[src/rtl/tba_pkg.sv]
// Shared types and constants of the tagged block allocator.
`timescale 1ns / 1ps
`default_nettype none
package tba_pkg;

  localparam int ADDR_W    = 48;
  localparam int SIZE_W    = 32;
  localparam int BCNT_W    = 11;
  localparam int MTAG_W    = 5;
  localparam int KEY_W     = 48;
  localparam int WORD_BITS = 64;
  localparam int FRAME_W   = 16;
  localparam int NUMBER_W  = 32;
  localparam int INDEX_W   = 10;
  localparam int PDATA_W   = 64;
  localparam int PADDR_W   = 5;

  localparam logic [1:0] REG_HEAP_BASE   = 2'd0;
  localparam logic [1:0] REG_BLOCK_SIZE  = 2'd1;
  localparam logic [1:0] REG_BLOCK_COUNT = 2'd2;
  localparam logic [1:0] REG_MAX_TAGS    = 2'd3;

  localparam logic KIND_REQUEST = 1'b0;
  localparam logic KIND_RELEASE = 1'b1;

  typedef enum logic [2:0] {
    STAT_ALLOC     = 3'd0,
    STAT_NO_SLOT   = 3'd1,
    STAT_NO_BLOCK  = 3'd2,
    STAT_RELEASED  = 3'd3,
    STAT_NOT_FOUND = 3'd4
  } status_e;

  typedef enum logic [3:0] {
    S_CLEAR,
    S_IDLE,
    S_LK_RD,
    S_LK_CMP,
    S_REG_CLR,
    S_SC_RD,
    S_SC_CHK,
    S_MUL,
    S_ADDR,
    S_EMIT,
    S_RL_RD,
    S_RL_LAST,
    S_RL_WR,
    S_RL_KRD,
    S_RL_KWR
  } state_e;

  typedef struct packed {
    logic [ADDR_W-1:0] heap_base;
    logic [SIZE_W-1:0] block_size;
    logic [BCNT_W-1:0] block_count;
    logic [MTAG_W-1:0] max_tags;
  } cfg_t;

endpackage
`default_nettype wire

[src/rtl/tba_regs.sv]
// Configuration register file behind the APB-style port.
`timescale 1ns / 1ps
`default_nettype none
module tba_regs
  import tba_pkg::*;
(
  input  wire logic               clk_i,
  input  wire logic               rst_ni,
  input  wire logic               psel,
  input  wire logic               penable,
  input  wire logic               pwrite,
  input  wire logic [PADDR_W-1:0] paddr,
  input  wire logic [PDATA_W-1:0] pwdata,
  output logic      [PDATA_W-1:0] prdata,
  output logic                    pready,
  output cfg_t                    cfg_o
);

  cfg_t cfg_q, cfg_d;
  logic wr_en;

  assign pready = 1'b1;
  assign wr_en  = psel & penable & pwrite;

  always_comb begin
    cfg_d = cfg_q;
    if (wr_en) begin
      case (paddr[4:3])
        REG_HEAP_BASE:   cfg_d.heap_base   = pwdata[ADDR_W-1:0];
        REG_BLOCK_SIZE:  cfg_d.block_size  = pwdata[SIZE_W-1:0];
        REG_BLOCK_COUNT: cfg_d.block_count = pwdata[BCNT_W-1:0];
        REG_MAX_TAGS:    cfg_d.max_tags    = pwdata[MTAG_W-1:0];
        default:         cfg_d = cfg_q;
      endcase
    end
  end

  always_ff @(posedge clk_i or negedge rst_ni) begin
    if (!rst_ni) begin
      cfg_q.heap_base   <= '0;
      cfg_q.block_size  <= SIZE_W'(65536);
      cfg_q.block_count <= BCNT_W'(1024);
      cfg_q.max_tags    <= MTAG_W'(16);
    end else begin
      cfg_q <= cfg_d;
    end
  end

  always_comb begin
    case (paddr[4:3])
      REG_HEAP_BASE:   prdata = PDATA_W'(cfg_q.heap_base);
      REG_BLOCK_SIZE:  prdata = PDATA_W'(cfg_q.block_size);
      REG_BLOCK_COUNT: prdata = PDATA_W'(cfg_q.block_count);
      REG_MAX_TAGS:    prdata = PDATA_W'(cfg_q.max_tags);
      default:         prdata = '0;
    endcase
  end

  assign cfg_o = cfg_q;

endmodule
`default_nettype wire

[config.mk]
export PLATFORM = sky130hd
export DESIGN_NAME = tba_regs
export DESIGN_NICKNAME = d
export VERILOG_FILES = /design/src/rtl/tba_pkg.sv /design/src/rtl/tba_regs.sv
export SDC_FILE = /design/constraint.sdc
export NUM_CORES = 1
export LEC_CHECK = 0
export BUFFER_PORTS_ARGS = -buffer_cell sky130_fd_sc_hd__buf_4
export CAP_MARGIN = 15
export CORE_MARGIN = 2
export CORE_UTILIZATION = 49
export CTS_CLUSTER_SIZE = 28
export DETAILED_ROUTE_END_ITERATION = 12
export PLACE_DENSITY_LB_ADDON = 0.15
export SYNTH_ARGS = -nofsm -noshare
export SYNTH_HDL_FRONTEND = slang
export SYNTH_SLANG_ARGS = --single-unit
[constraint.sdc]
create_clock -name clk_i -period 2.5 [get_ports clk_i]
set_clock_uncertainty 0.15 [all_clocks]
set_input_delay 0.5 -clock clk_i [delete_from_list [all_inputs] [get_ports clk_i]]
set_output_delay 0.5 -clock clk_i [all_outputs]
set_load 0.1 [all_outputs]
Word-level counts from Yosys, hierarchy flattened
Cells that the tools add are included.

Flip-flop bits (word level): 96. Input port bits: 74. Output and inout port bits: 161.

Equality and inequality tests: 3. Muxes and demuxes: 1. Bitwise operators: 2. Reduce and logical (&&, ||, !) cells: 5.

Operators by type and width (count): $pmux W64 S4 (1); $reduce_and A2 Y1 (4); $eq A2 B2 Y1 const B (2); $and A1 B1 Y1 (2); $eq A2 B1 Y1 const B (1); $logic_not A2 Y1 (1).

Depth between registers and ports, before layout
Depth in word-level cells: 3. Depth in mapped cells: 6. Mapped depth without buffers: 3.

Worst setup path after synthesis
No wires, ideal clock.

Kind: register to output. From: register cfg_q, in the netlist cfg_o[26]. To: output prdata[10]. Stages on the path, launching flop included: 3. Setup slack: -1360 ps. Arrival time: 3210 ps. Required time: 1850 ps. Path through: dfrtp_1 -> mux2i_1 -> o21ai_0.

Word-level cells in the longest chain between the ends: 1.

RTL lines: from (decl) (line tba_regs.sv:19) `cfg_t cfg_q, cfg_d;`; from (signal assigned) (line tba_regs.sv:45) `cfg_q <= cfg_d;`; $pmux W64 S4 (line tba_regs.sv:50) `case (paddr[4:3])`; to (decl) (line tba_regs.sv:14) `output logic [PDATA_W-1:0] prdata,`.

No other way between the ends. The select of a mux whose other input is x is not followed.

Final worst setup path
From: input paddr[3]. To: output prdata[5].

Word-level cells in the longest chain between the ends: 2. Elaborated cells between the ends (all ways): 5. Classes of those cells: eq/ne (3); mux (1); reduce/logical (1).

RTL lines: from (decl) (line tba_regs.sv:12) `input wire logic [PADDR_W-1:0] paddr,`; $eq A2 B2 Y1, or another cell as far along (line tba_regs.sv:50); $pmux W64 S4 * (line tba_regs.sv:50).

Mark *: on every way between the ends. The rest lies on a longest branch, timed or not. The select of a mux whose other input is x is not followed.

==> summary.md <==
| Metric | Value |
|---|---|
| Status | finished, final reports clean |
| GRT Util Overall | 22.18% |
| Root buffer cell | clkbuf_8 |
| Nets@finish | 593 |
| Internal power | 0.003478 W |
| Post-synth top area cell | dfrtp_1 |
| Post-CTS Setup Repair Bufs | 0 |
| Commonest cells after routing, fill and taps aside | buf_4 (205), dfrtp_1 (93), mux2_2 (75) |
| Antenna diodes | 0 |
| Min Tclk post-route | 2.235 ns |
| Critical Path Start Type | primary input |
| Crit Path Category | primary input to output pin |
| Number of I/O pins | 235 |
| Crit path DAT | 1.59 ns |
| Core Area | 9153 µm² |
| Fin. max-slew vios | 0 |
| Worst min-delay path category | primary input to flip-flop |
| Final ANT Viol Nets | 0 |
| GPL Wtd Cong | 0.7279 |
| YS warnings | 0 |
| P_sw | 0.004999 W |
| Crit-path max FO | 25 |
| Worst Setup End Kind | output pin |
| Synth Flop Type | dfrtp_1 |
| CTS Hold Bufs | 1 |
| Initial DRC Count | 74 |
| WL per Instance | 17.26 µm |
| Distinct cells, synth | 24 |
| Largest net degree at the start of global routing | 49 |
| Logic pwr share | 61.9% |
| Seq cells post-synth | 96 |
| Final WL | 10960 µm |
| Final Cell Area | 6366 µm² |
| RSZ-0062 raised after global routing | no |
| Clock buffer depth | 2 |
| Fin crit share | 89.42% |
| Num CTS Buffers | 9 |
| Vias in the first global route | 3235 |
| Syn-to-layout area delta | 39.67% |
| FFs w/ async S/R, synth | 100.0% |
| Detailed Place HPWL | 8028 µm |
| Starting Density | 49.80% |
| Clk pwr share | 11.9% |
| Via count | 3180 |
| Vias per cell | 5.008 |
| Post-route DRC violation count | 0 |
| # resized after CTS | 0 |
| Htree depth | 3 |
| Req. time, crit path | 1.85 ns |
| Cells after Synth | 319 |
| Hold violation total from the final report | 0 |
| First-pass iteration count of the detailed router | 4 |
| TNS Setup | 0 ns |
| Final core utilization | 69.56% |
| Seq/Total Area, Yosys | 52.79% |
| GRT overflow | 0 |
| Port Buffers | 198 |
| Die Wd | 100.5 µm |
| Sw Ratio | 58.97% |
| Initial antenna violation count | 0 |
| Fmax | 447.3 MHz |
| Skew-Pair Late Insertion Delay | 0.34 ns |
| Syn_area_per_cell | 14.29 µm² |
| Reg clk slew, reported paths | 0.10 ns |
| Register share of total power | 26.2% |
| Clock Sinks | 96 |
| Commonest non-fill, non-tap cell in the layout | buf_4 |
| Cell Pwr Density | 1332 nW/µm² |
| Top cells by area, synth | dfrtp_1 (51%), mux2_2 (19%), mux2_4 (6.6%) |
| Row Count | 35 |
| Leak pwr | 3.163 nW |
| Post-synth top area share | 51.06% |
| Die area | 10090 µm² |
| Mapped cell area | 4558 µm² |
| Max reg flops | 96 |
| Post-synth EDFFs | 0 |
| Max Cap Viol | 0 |
| Tot Pwr | 0.008477 W |
| First-pass GRT wire length | 17170 µm |
| Post-DP Area | 6161 µm² |
| Die H | 100.5 µm |
| Final setup fails | 0 |
| CTS tree | yes |
| Worst vdd ir | 900.9 µV |
| Proportion of layout cells with a drive suffix above 1 | 68.51% |
layer usage:
metal | vias to the layer above | routed length (µm) | GRT usage, %
met5 | - | 0 | 0
met4 | 0 | 96 | 6.322
met3 | 7 | 705 | 5.617
met2 | 117 | 5370 | 36.45
met1 | 1582 | 4788 | 29.40
li1 | 1474 | - | -
cell families (layout without fill, tap and decap cells):
family | after synthesis | count (layout) | synth area share [%]
other | 2 | 17 | 0.1648
multiplexers | 128 | 128 | 33.76
flip-flops | 96 | 96 | 52.79
AO/OA/AOI/OAI | 6 | 6 | 0.6588
buffers and inverters | 37 | 227 | 6.478
AND/OR/NAND/NOR | 50 | 50 | 6.149
power groups by stage:
| stage | Combinational, W | Clock, W | Sequential [W] |
|---|---|---|---|
| after floorplan | 0.00160 | 0 | 0.00486 |
| after global placement | 0.00523 | 0 | 0.00223 |
| after detailed placement | 0.00526 | 0 | 0.00225 |
| after CTS | 0.00527 | 0.00104 | 0.00223 |
| after global routing | 0.00537 | 0.00111 | 0.00228 |
| final | 0.00524 | 0.00101 | 0.00222 |
cells in the mapped netlist (3+ instances only):
library cell	n
mux2i_1	27
mux2_2	75
nand2_1	6
mux4_2	5
buf_6	4
dfstp_2	3
mux2_4	20
dfrtp_1	93
and2_1	16
buf_4	25
clkbuf_1	5
o21ai_0	6
nor2_1	21
stage by stage:
stage	setup WS, ns	hold slack (ns)	cells
after global routing	0.1759	0.1916	635
after CTS	0.2462	0.2025	635
after global placement	0.2599	0.2830	618
after detailed placement	0.2469	0.2881	618
after floorplan	-0.2225	0.05441	334
final	0.2646	0.2193	635
critical path, cell delays in order:
cell     delay [ns]
buf_4          0.26
buf_12         0.26
mux2i_1        0.25
o21ai_2        0.06
buf_4          0.23
final timing paths:
path                       startpoint   endpoint  slack (ns)  cells after the start
max                          paddr[3]  prdata[5]        0.26                      5
max in group asynchronous      rst_ni   cfg_o[4]        1.05                      3
min reg2reg                  cfg_o[2]   cfg_o[2]        0.39                      1
min                        pwdata[35]  cfg_o[83]        0.22                      2
max reg2reg                 cfg_o[22]  cfg_o[22]        1.54                      1
min in group asynchronous      rst_ni  cfg_o[82]        0.44                      2
area by class of cell:
type | instances | area [µm²]
Clock inverter | 6 | 67.56
Timing Repair Buffer | 210 | 1629
Inverter | 1 | 3.754
Sequential cell | 96 | 2406
Clock buffer | 10 | 127.6
Multi-Input combinational cell | 201 | 1993
Tap cell | 111 | 138.9
Fill cell | 682 | 2786
Power figures use the tool's default switching activity.
