==> config.mk <==
export PLATFORM = sky130hd
export DESIGN_NAME = tba_ram
export DESIGN_NICKNAME = d
export VERILOG_FILES = /design/src/rtl/tba_ram.sv
export SDC_FILE = /design/constraint.sdc
export NUM_CORES = 1
export LEC_CHECK = 0
export ABC_CLOCK_PERIOD_IN_PS = 9750
export BUFFER_PORTS_ARGS = -buffer_cell sky130_fd_sc_hd__buf_4
export CELL_PAD_IN_SITES_DETAIL_PLACEMENT = 1
export CELL_PAD_IN_SITES_GLOBAL_PLACEMENT = 1
export CORE_ASPECT_RATIO = 1.2
export CORE_UTILIZATION = 55
export DETAILED_ROUTE_END_ITERATION = 12
export GPL_ROUTABILITY_DRIVEN = 0
export GPL_TIMING_DRIVEN = 0
export HOLD_SLACK_MARGIN = 0.08
export PLACE_DENSITY_LB_ADDON = 0.1
export SLEW_MARGIN = 25
export SYNTH_ARGS = -nofsm -noshare
export SYNTH_HDL_FRONTEND = slang
export SYNTH_SLANG_ARGS = --single-unit
==> constraint.sdc <==
create_clock -name clk_i -period 9.75 [get_ports clk_i]
set_input_delay 0.975 -clock clk_i [delete_from_list [all_inputs] [get_ports clk_i]]
set_output_delay 0.975 -clock clk_i [all_outputs]
set_load 0.01 [all_outputs]
==> src/rtl/tba_ram.sv <==
// Generic single-write, single-read synchronous RAM with registered read.
`timescale 1ns / 1ps
`default_nettype none
module tba_ram #(
  parameter int WIDTH = 64,
  parameter int DEPTH = 16,
  localparam int AW = (DEPTH > 1) ? $clog2(DEPTH) : 1
) (
  input  wire logic             clk_i,
  input  wire logic             we_i,
  input  wire logic [AW-1:0]    waddr_i,
  input  wire logic [WIDTH-1:0] wdata_i,
  input  wire logic             re_i,
  input  wire logic [AW-1:0]    raddr_i,
  output logic      [WIDTH-1:0] rdata_o
);

  logic [WIDTH-1:0] mem_q [DEPTH];
  logic [WIDTH-1:0] rdata_q;

  always_ff @(posedge clk_i) begin
    if (we_i) begin
      mem_q[waddr_i] <= wdata_i;
    end
    if (re_i) begin
      rdata_q <= mem_q[raddr_i];
    end
  end

  assign rdata_o = rdata_q;

endmodule
`default_nettype wire

# Yosys cells after proc, flatten, opt, wreduce, memory -nomap -nowiden

Memories as Yosys holds them, arrays and structs flattened. A register that Yosys moved wholly into a read port is not among the register bits.
Cells that the tools add are included.

Add/sub/neg operators: 0
Multiply operators: 0
Div/mod/pow operators: 0
Magnitude comparators: 0
Equal/unequal tests: 0
Shift-type cells: 0
Mux-type cells: 2
Bitwise logic cells: 0
Reduce and logical (&&, ||, !) cells: 0

Operators with widths:

| kind              | number |
|---|---|
| two-way mux 1 bit | 2 |

Bits in registers: 0
Latch bits: 0
RAM bits: 1024
ROM bits: 0
Input port bits: 75
Output and inout bits: 64
Logic and storage cells: 3
Memories kept: 1

Memory list:

| memory | depth | width | rd ports | clocked after memory_dff | write ports | line | text |
|---|---|---|---|---|---|---|---|
| mem_q  | 16    | 64    | 1        | 1                        | 1           | 18   | `logic [WIDTH-1:0] mem_q [DEPTH];` |

# Depth between registers and ports, before layout

Gate-level depths: netlist of the first run.

Word-level depth: 2
Mapped depth: 6

# Least setup slack after synthesis of the first run

No wires, ideal clock.

Kind: in2reg
Start: input waddr_i[2]
End: memory mem_q[0][0], enable pin
Library setup time: 0.565 ns
Arrival time: 5.838 ns
Required time: 9.185 ns
Setup slack: 3.346 ns
Cell stages on the path: 2
Path buffers: 0
Cell sequence: or3b_2 nor3_1

RTL lines:

| item               | line | text |
|---|---|---|
| start: declaration | 11   | `input wire logic [AW-1:0] waddr_i,` |
| end: declaration   | 18   |  |

No word-level cell before the write port.

# Worst setup path after layout of the first run

Start: input waddr_i[2]
End: memory mem_q[0][11], enable pin

No word-level cell before the write port.

==> impl_metrics.tcl, run 1 <==
set metrics [dict create \
    worst_pin_slew_ps 1030 \
    io_buffers 136 \
    synth_top_area_share_pct 81.23 \
    period_needed_ps 2940 \
    critPathMaxFanout 7 \
    vias_per_cell 6.330 \
    grt_pass1_wl_um 141100 \
    die_w_um 248.9 \
    final_cells 3006 \
    placedCellCount 2812 \
    clock_sinks 1088 \
    dieArea_sq_mm 0.07422 \
    powerDensity_mw_per_mm2 205.0 \
    post_cts.repair.setup_buffers 0 \
    clkTransAtPathRegs_ps 60 \
    grt_max_degree 65 \
    regArea_sq_mm 0.03267 \
    ys.warnings.count 0 \
    cts_made_buffers 103 \
    fmax_mhz 340.2 \
    syn_to_final_growth_pct 17.81 \
    die_y_um 298.2 \
    core-area_sq_mm 0.07229 \
    skew_ps 19.89 \
    wl_um 97690 \
    cts_hold_buffers 0 \
    drive_above_1_share_pct 32.80 \
    cts-root-buf "clkbuf_16" \
    holdWs_ps 591.3 \
    worstPathRequired_ps 10120 \
    worstSetupStartpoint "waddr_i[2]" \
    postCtsResizedCells 0 \
    vias 19030 \
    nFillCells 5569 \
    maxSlewHeadroom_pct 31.32 \
    slew_violations 0 \
    finalNetCount 2057 \
    worst_slack_ps 6810 \
    critPathArrivalTime_ps 3310 \
    rows 108 \
    synth_fp_nets 1722 \
    clockBufferDepth 3 \
    ys_ff_latch 1088 \
    place_ws_ps 6166 \
    crit_path_end_kind "flop" \
    setup_viol_count_final 0 \
    worstHoldPathCells 1 \
    dp_hpwl_um 61790 \
    p_leak_uw 0.01531 \
    hp-class "in -> reg" \
    reg2reg_depth 3 \
    worstSetupStartpointType "primary input" \
    cp_common_cell "buf_4" \
    initial_core_util_pct 55.64 \
    h-tree-depth 3 \
    hp-start "wdata_i[17]" \
    finalHoldViolCount 0 \
    synth_area_leader_cell "edfxtp_1" \
    yosysUniqueCellTypes 17 \
    antenna_found_initial 6 \
    r2r_start "mem_q[0][36]" \
    grt_usage_pct 26.97 \
    cpPeakStageDelay_ps 600 \
    ios 139 \
    crit_chain "buf_4 > or3b_2 > nor3_2 > buf_4 > buf_4 > buf_4 > buf_4 > buf_4" \
    multiInputGateArea_sq_mm 0.007212 \
    cap_violations 0 \
    synth_area_leaders "edfxtp_1 81%, mux4_2 14%, a22oi_1 2.4%" \
    rsz0062_at_grt "false" \
    final_util_pct 65.55 \
    cts_tree "built" \
    avgRoutedWirePerCell_um 32.50 \
    syn_inst 1647 \
    clk_latency_ps 680 \
    drcViolationCount 0 \
    drtIter0Drc 1846 \
    ant_nets 0 \
    power.ir.vdd_worst_uv 169.3 \
    first_pass_iters 5 \
    status "finished clean" \
    crit_type "in -> reg" \
    fin_crit_sh_pct 30.15 \
    crit_slowest_cell "or3b_2" \
    seq_area_frac_synth_pct 81.23 \
    netlist_area_sq_mm 0.04022 \
    grt_overflow 0 \
    p_total_uw 9713 \
    avgSynthCellArea_sq_um 24.42 \
    grt_pass1_vias 20650 \
]
[final timing paths]
| kind | end | slack (ps) |
|---|---|---|
| worst min register to register | rdata_o[49] | 740 |
| worst max-delay path | mem_q[0][11] | 6810 |
| worst max register to register | rdata_o[36] | 8120 |
| worst min-delay path | mem_q[10][17] | 590 |
[stage by stage]
stage / setup TNS, ps / cell area [sq um]
6_report: 0 / 47390
5_1_grt: 0 / 47380
4_1_cts: 0 / 47380
3_5_place_dp: 0 / 44130
3_3_place_gp: -554900 / 42410
2_1_floorplan: 0 / 40220
[cell usage in the layout, fill, tap and decap left out, types with 16 or more instances in the layout]
cell type	instances
edfxtp_1	1088
mux4_2	256
buf_4	178
a22oi_1	128
clkbuf_16	103
nand2_1	65
clkbuf_1	56
buf_16	37
clkinv_1	28
buf_6	23
clkinv_2	19
buf_1	16
[layout make-up]
type	instances	share of cell area [%]
buffer	84	0.9532
timing repair buffer	230	5.545
multi-input combinational	475	15.22
sequential	1088	68.95
clock buffer	123	5.598
tap	935	2.469
antenna	4	0.02112
clock inverter	67	1.246
[flip-flops by register name (all words and copies together) (netlist names)]
register	cells
mem_q	1024
rdata_o	64
[worst max-delay path: cells and delay by family]
family	cells	cell delay, ps
buf+inv	6	1200
simple gates	2	1120
[logic make-up after synthesis]
group,count (synthesis),share of synthesized area (%)
multiplexers,256,14.33
AND/OR/NAND/NOR,91,0.9270
flip-flops,1088,81.23
AO/OA/AOI/OAI,128,2.389
buffers and inverters,84,1.123
[cell usage after synthesis]
| cell type | number |
|---|---|
| a22oi_1 | 128 |
| and2_1 | 1 |
| buf_1 | 16 |
| buf_2 | 13 |
| buf_4 | 6 |
| buf_6 | 13 |
| clkbuf_1 | 36 |
| edfxtp_1 | 1088 |
| mux4_2 | 256 |
| nand2_1 | 65 |
| nand2b_1 | 2 |
| nand3_1 | 1 |
| nand3b_1 | 2 |
| nor2_1 | 13 |
| nor2b_1 | 2 |
| nor3_1 | 4 |
| or3b_2 | 1 |
[power by group]
group / total, uW / switching (uW) / internal, uW
clock: 3890 / 1710 / 2180
combinational: 526 / 305 / 220
sequential: 5300 / 30.9 / 5270
[metal layers]
layer  track usage, %  vias to the layer above  routed length, um
met4            10.01                        6               2712
met2            46.62                      760              51630
li1                 -                     7808                  -
met3            4.840                      173               6087
met1            34.37                    10280              37220
met5                0                        -                 39
(Power assumes the default switching activity.)
==> run 2, diff against run 1 <==
--- a/config.mk
+++ b/config.mk
@@ -5,7 +5,7 @@
 export SDC_FILE = /design/constraint.sdc
 export NUM_CORES = 1
 export LEC_CHECK = 0
-export ABC_CLOCK_PERIOD_IN_PS = 9750
+export ABC_CLOCK_PERIOD_IN_PS = 2900
 export BUFFER_PORTS_ARGS = -buffer_cell sky130_fd_sc_hd__buf_4
 export CELL_PAD_IN_SITES_DETAIL_PLACEMENT = 1
 export CELL_PAD_IN_SITES_GLOBAL_PLACEMENT = 1
==> constraint.sdc (replaced) <==
create_clock -name clk_i -period 2.9 [get_ports clk_i]
set_input_delay 0.29 -clock clk_i [delete_from_list [all_inputs] [get_ports clk_i]]
set_output_delay 0.29 -clock clk_i [all_outputs]
set_load 0.01 [all_outputs]
==> impl_metrics.tcl, run 2 (same netlist as run 1, synthesis figures left out) <==
set metrics [dict create \
    status "finished clean" \
    cts_hold_buffers 67 \
    skew_ps 21.35 \
    core-area_sq_mm 0.07229 \
    grt_pass1_wl_um 146100 \
    p_sw_uw 6906 \
    drcViolationCount 0 \
    vias 19260 \
    holdWs_ps 215.8 \
    fin_crit_sh_pct 77.13 \
    antenna_found_initial 2 \
    hp-class "in -> reg" \
    r2r_start "mem_q[2][18]" \
    slew_violations 0 \
    die_w_um 248.9 \
    max_flop_register "mem_q" \
    fin_area_sq_mm 0.04830 \
    ant_nets 0 \
    reg2reg_slack_ps 1250 \
    first_pass_iters 5 \
    cp_common_cell "buf_16" \
    vias_per_cell 6.313 \
    dieArea_sq_mm 0.07422 \
    p_leak_uw 0.01563 \
    h-tree-depth 3 \
    initial_core_util_pct 55.64 \
    grt_pass1_vias 21220 \
    cpLargestDelayFamily "buffers and inverters" \
    postCtsResizedCells 0 \
    grt_usage_pct 27.71 \
    rows 108 \
    worst_pin_slew_ps 1020 \
    worstSetupStartpointType "primary input" \
    worst_r2r_endpoint "rdata_o[18]" \
    powerDensity_mw_per_mm2 693.6 \
    grt_max_degree 65 \
    crit_path_end_kind "flop" \
    clkTransAtPathRegs_ps 70 \
    drtIter0Drc 1936 \
    die_y_um 298.2 \
    clock_sinks 1088 \
    maxSlewHeadroom_pct 31.98 \
    cts-root-buf "clkbuf_16" \
    critPathArrivalTime_ps 2580 \
    regArea_sq_mm 0.03267 \
    drive_above_1_share_pct 31.68 \
    crit_slowest_cell "nor2_4" \
    fmax_mhz 447.1 \
    cp_num_buf_inv 5 \
    period_needed_ps 2237 \
    final_util_pct 66.81 \
    dp_hpwl_um 61700 \
    p_total_uw 33500 \
    worstHoldPathCells 1 \
    hp-start "re_i" \
    cpPeakStageDelay_ps 540 \
    multiInputGateArea_sq_mm 0.007237 \
    reg2reg_depth 3 \
    cts_made_buffers 104 \
    syn_to_final_growth_pct 20.08 \
    power.ir.vdd_worst_uv 559.9 \
    internal_power_uw 26590 \
    io_buffers 136 \
    clkPwrFrac_pct 41.3 \
    crit_type "in -> reg" \
    post_dp_cell_area_sq_mm 0.04417 \
    clk_latency_ps 670 \
    post_cts.repair.setup_buffers 0 \
    final_cell_mix "1,088 x edfxtp_1, 256 x mux4_2, 141 x buf_4" \
    worstPathRequired_ps 3250 \
    avgRoutedWirePerCell_um 32.57 \
    layout_commonest_cell "edfxtp_1" \
    sw_frac_of_total_pct 20.62 \
    nFillCells 5541 \
    setup_viol_count_final 0 \
    ios 139 \
    finalNetCount 2109 \
    largest_reg_flops 1024 \
    power_frac_comb_pct 5.5 \
    finalHoldViolCount 0 \
    clockBufferDepth 3 \
    cts_tree "built" \
    power_frac_seq_pct 53.2 \
    crit_chain "dlygate4sd3_1 > buf_4 > nand2b_1 > nor2_4 > buf_16 > buf_16 > buf_12" \
    cap_violations 0 \
    wl_um 99380 \
    grt_overflow 0 \
    hold_path_end "rdata_o[2]" \
    setup_tns_ps 0 \
    critPathMaxFanout 17 \
    rsz0062_at_grt "false" \
]
run 2: metal layers:
metal  GRT usage (%)  part of all wire, %
met1           37.92                   40
met2           47.55                   52
met3           3.966                  6.2
met4           6.847                  1.7
met5               0                0.013
run 2: worst max path at each step:
stage,from,depth (start not counted),slack (ps),to
2_1_floorplan,waddr_i[2],2,-810,mem_q[10][0]
3_3_place_gp,waddr_i[3],3,-4360,mem_q[5][51]
3_5_place_dp,waddr_i[3],7,220,mem_q[4][51]
4_1_cts,waddr_i[0],7,710,mem_q[3][36]
5_1_grt,waddr_i[0],7,640,mem_q[2][43]
6_report,waddr_i[0],7,660,mem_q[2][40]
run 2: power by group through the flow:
stage | logic [uW] | clock network (uW) | registers, uW
2_1_floorplan | 841 | 0 | 18200
3_3_place_gp | 1630 | 0 | 18200
3_5_place_dp | 1790 | 0 | 18200
4_1_cts | 1890 | 14000 | 17800
5_1_grt | 1970 | 14500 | 17800
6_report | 1860 | 13800 | 17800
run 2: cell type report:
class	count	area share, %
antenna	1	0.005181
buffer	84	0.9378
clock buffer	129	5.803
clock inverter	58	1.355
multi-input combinational	475	14.98
sequential	1088	67.64
tap	935	2.422
timing repair buffer	281	6.849
run 2: per-stage QoR:
stage / setup slack, ps / std cells
after floorplan: -806.0 / 1647
after global placement: -4357 / 2718
after detailed placement: 217.7 / 2796
after CTS: 711.5 / 3050
after global routing: 639.6 / 3051
final: 663.3 / 3051
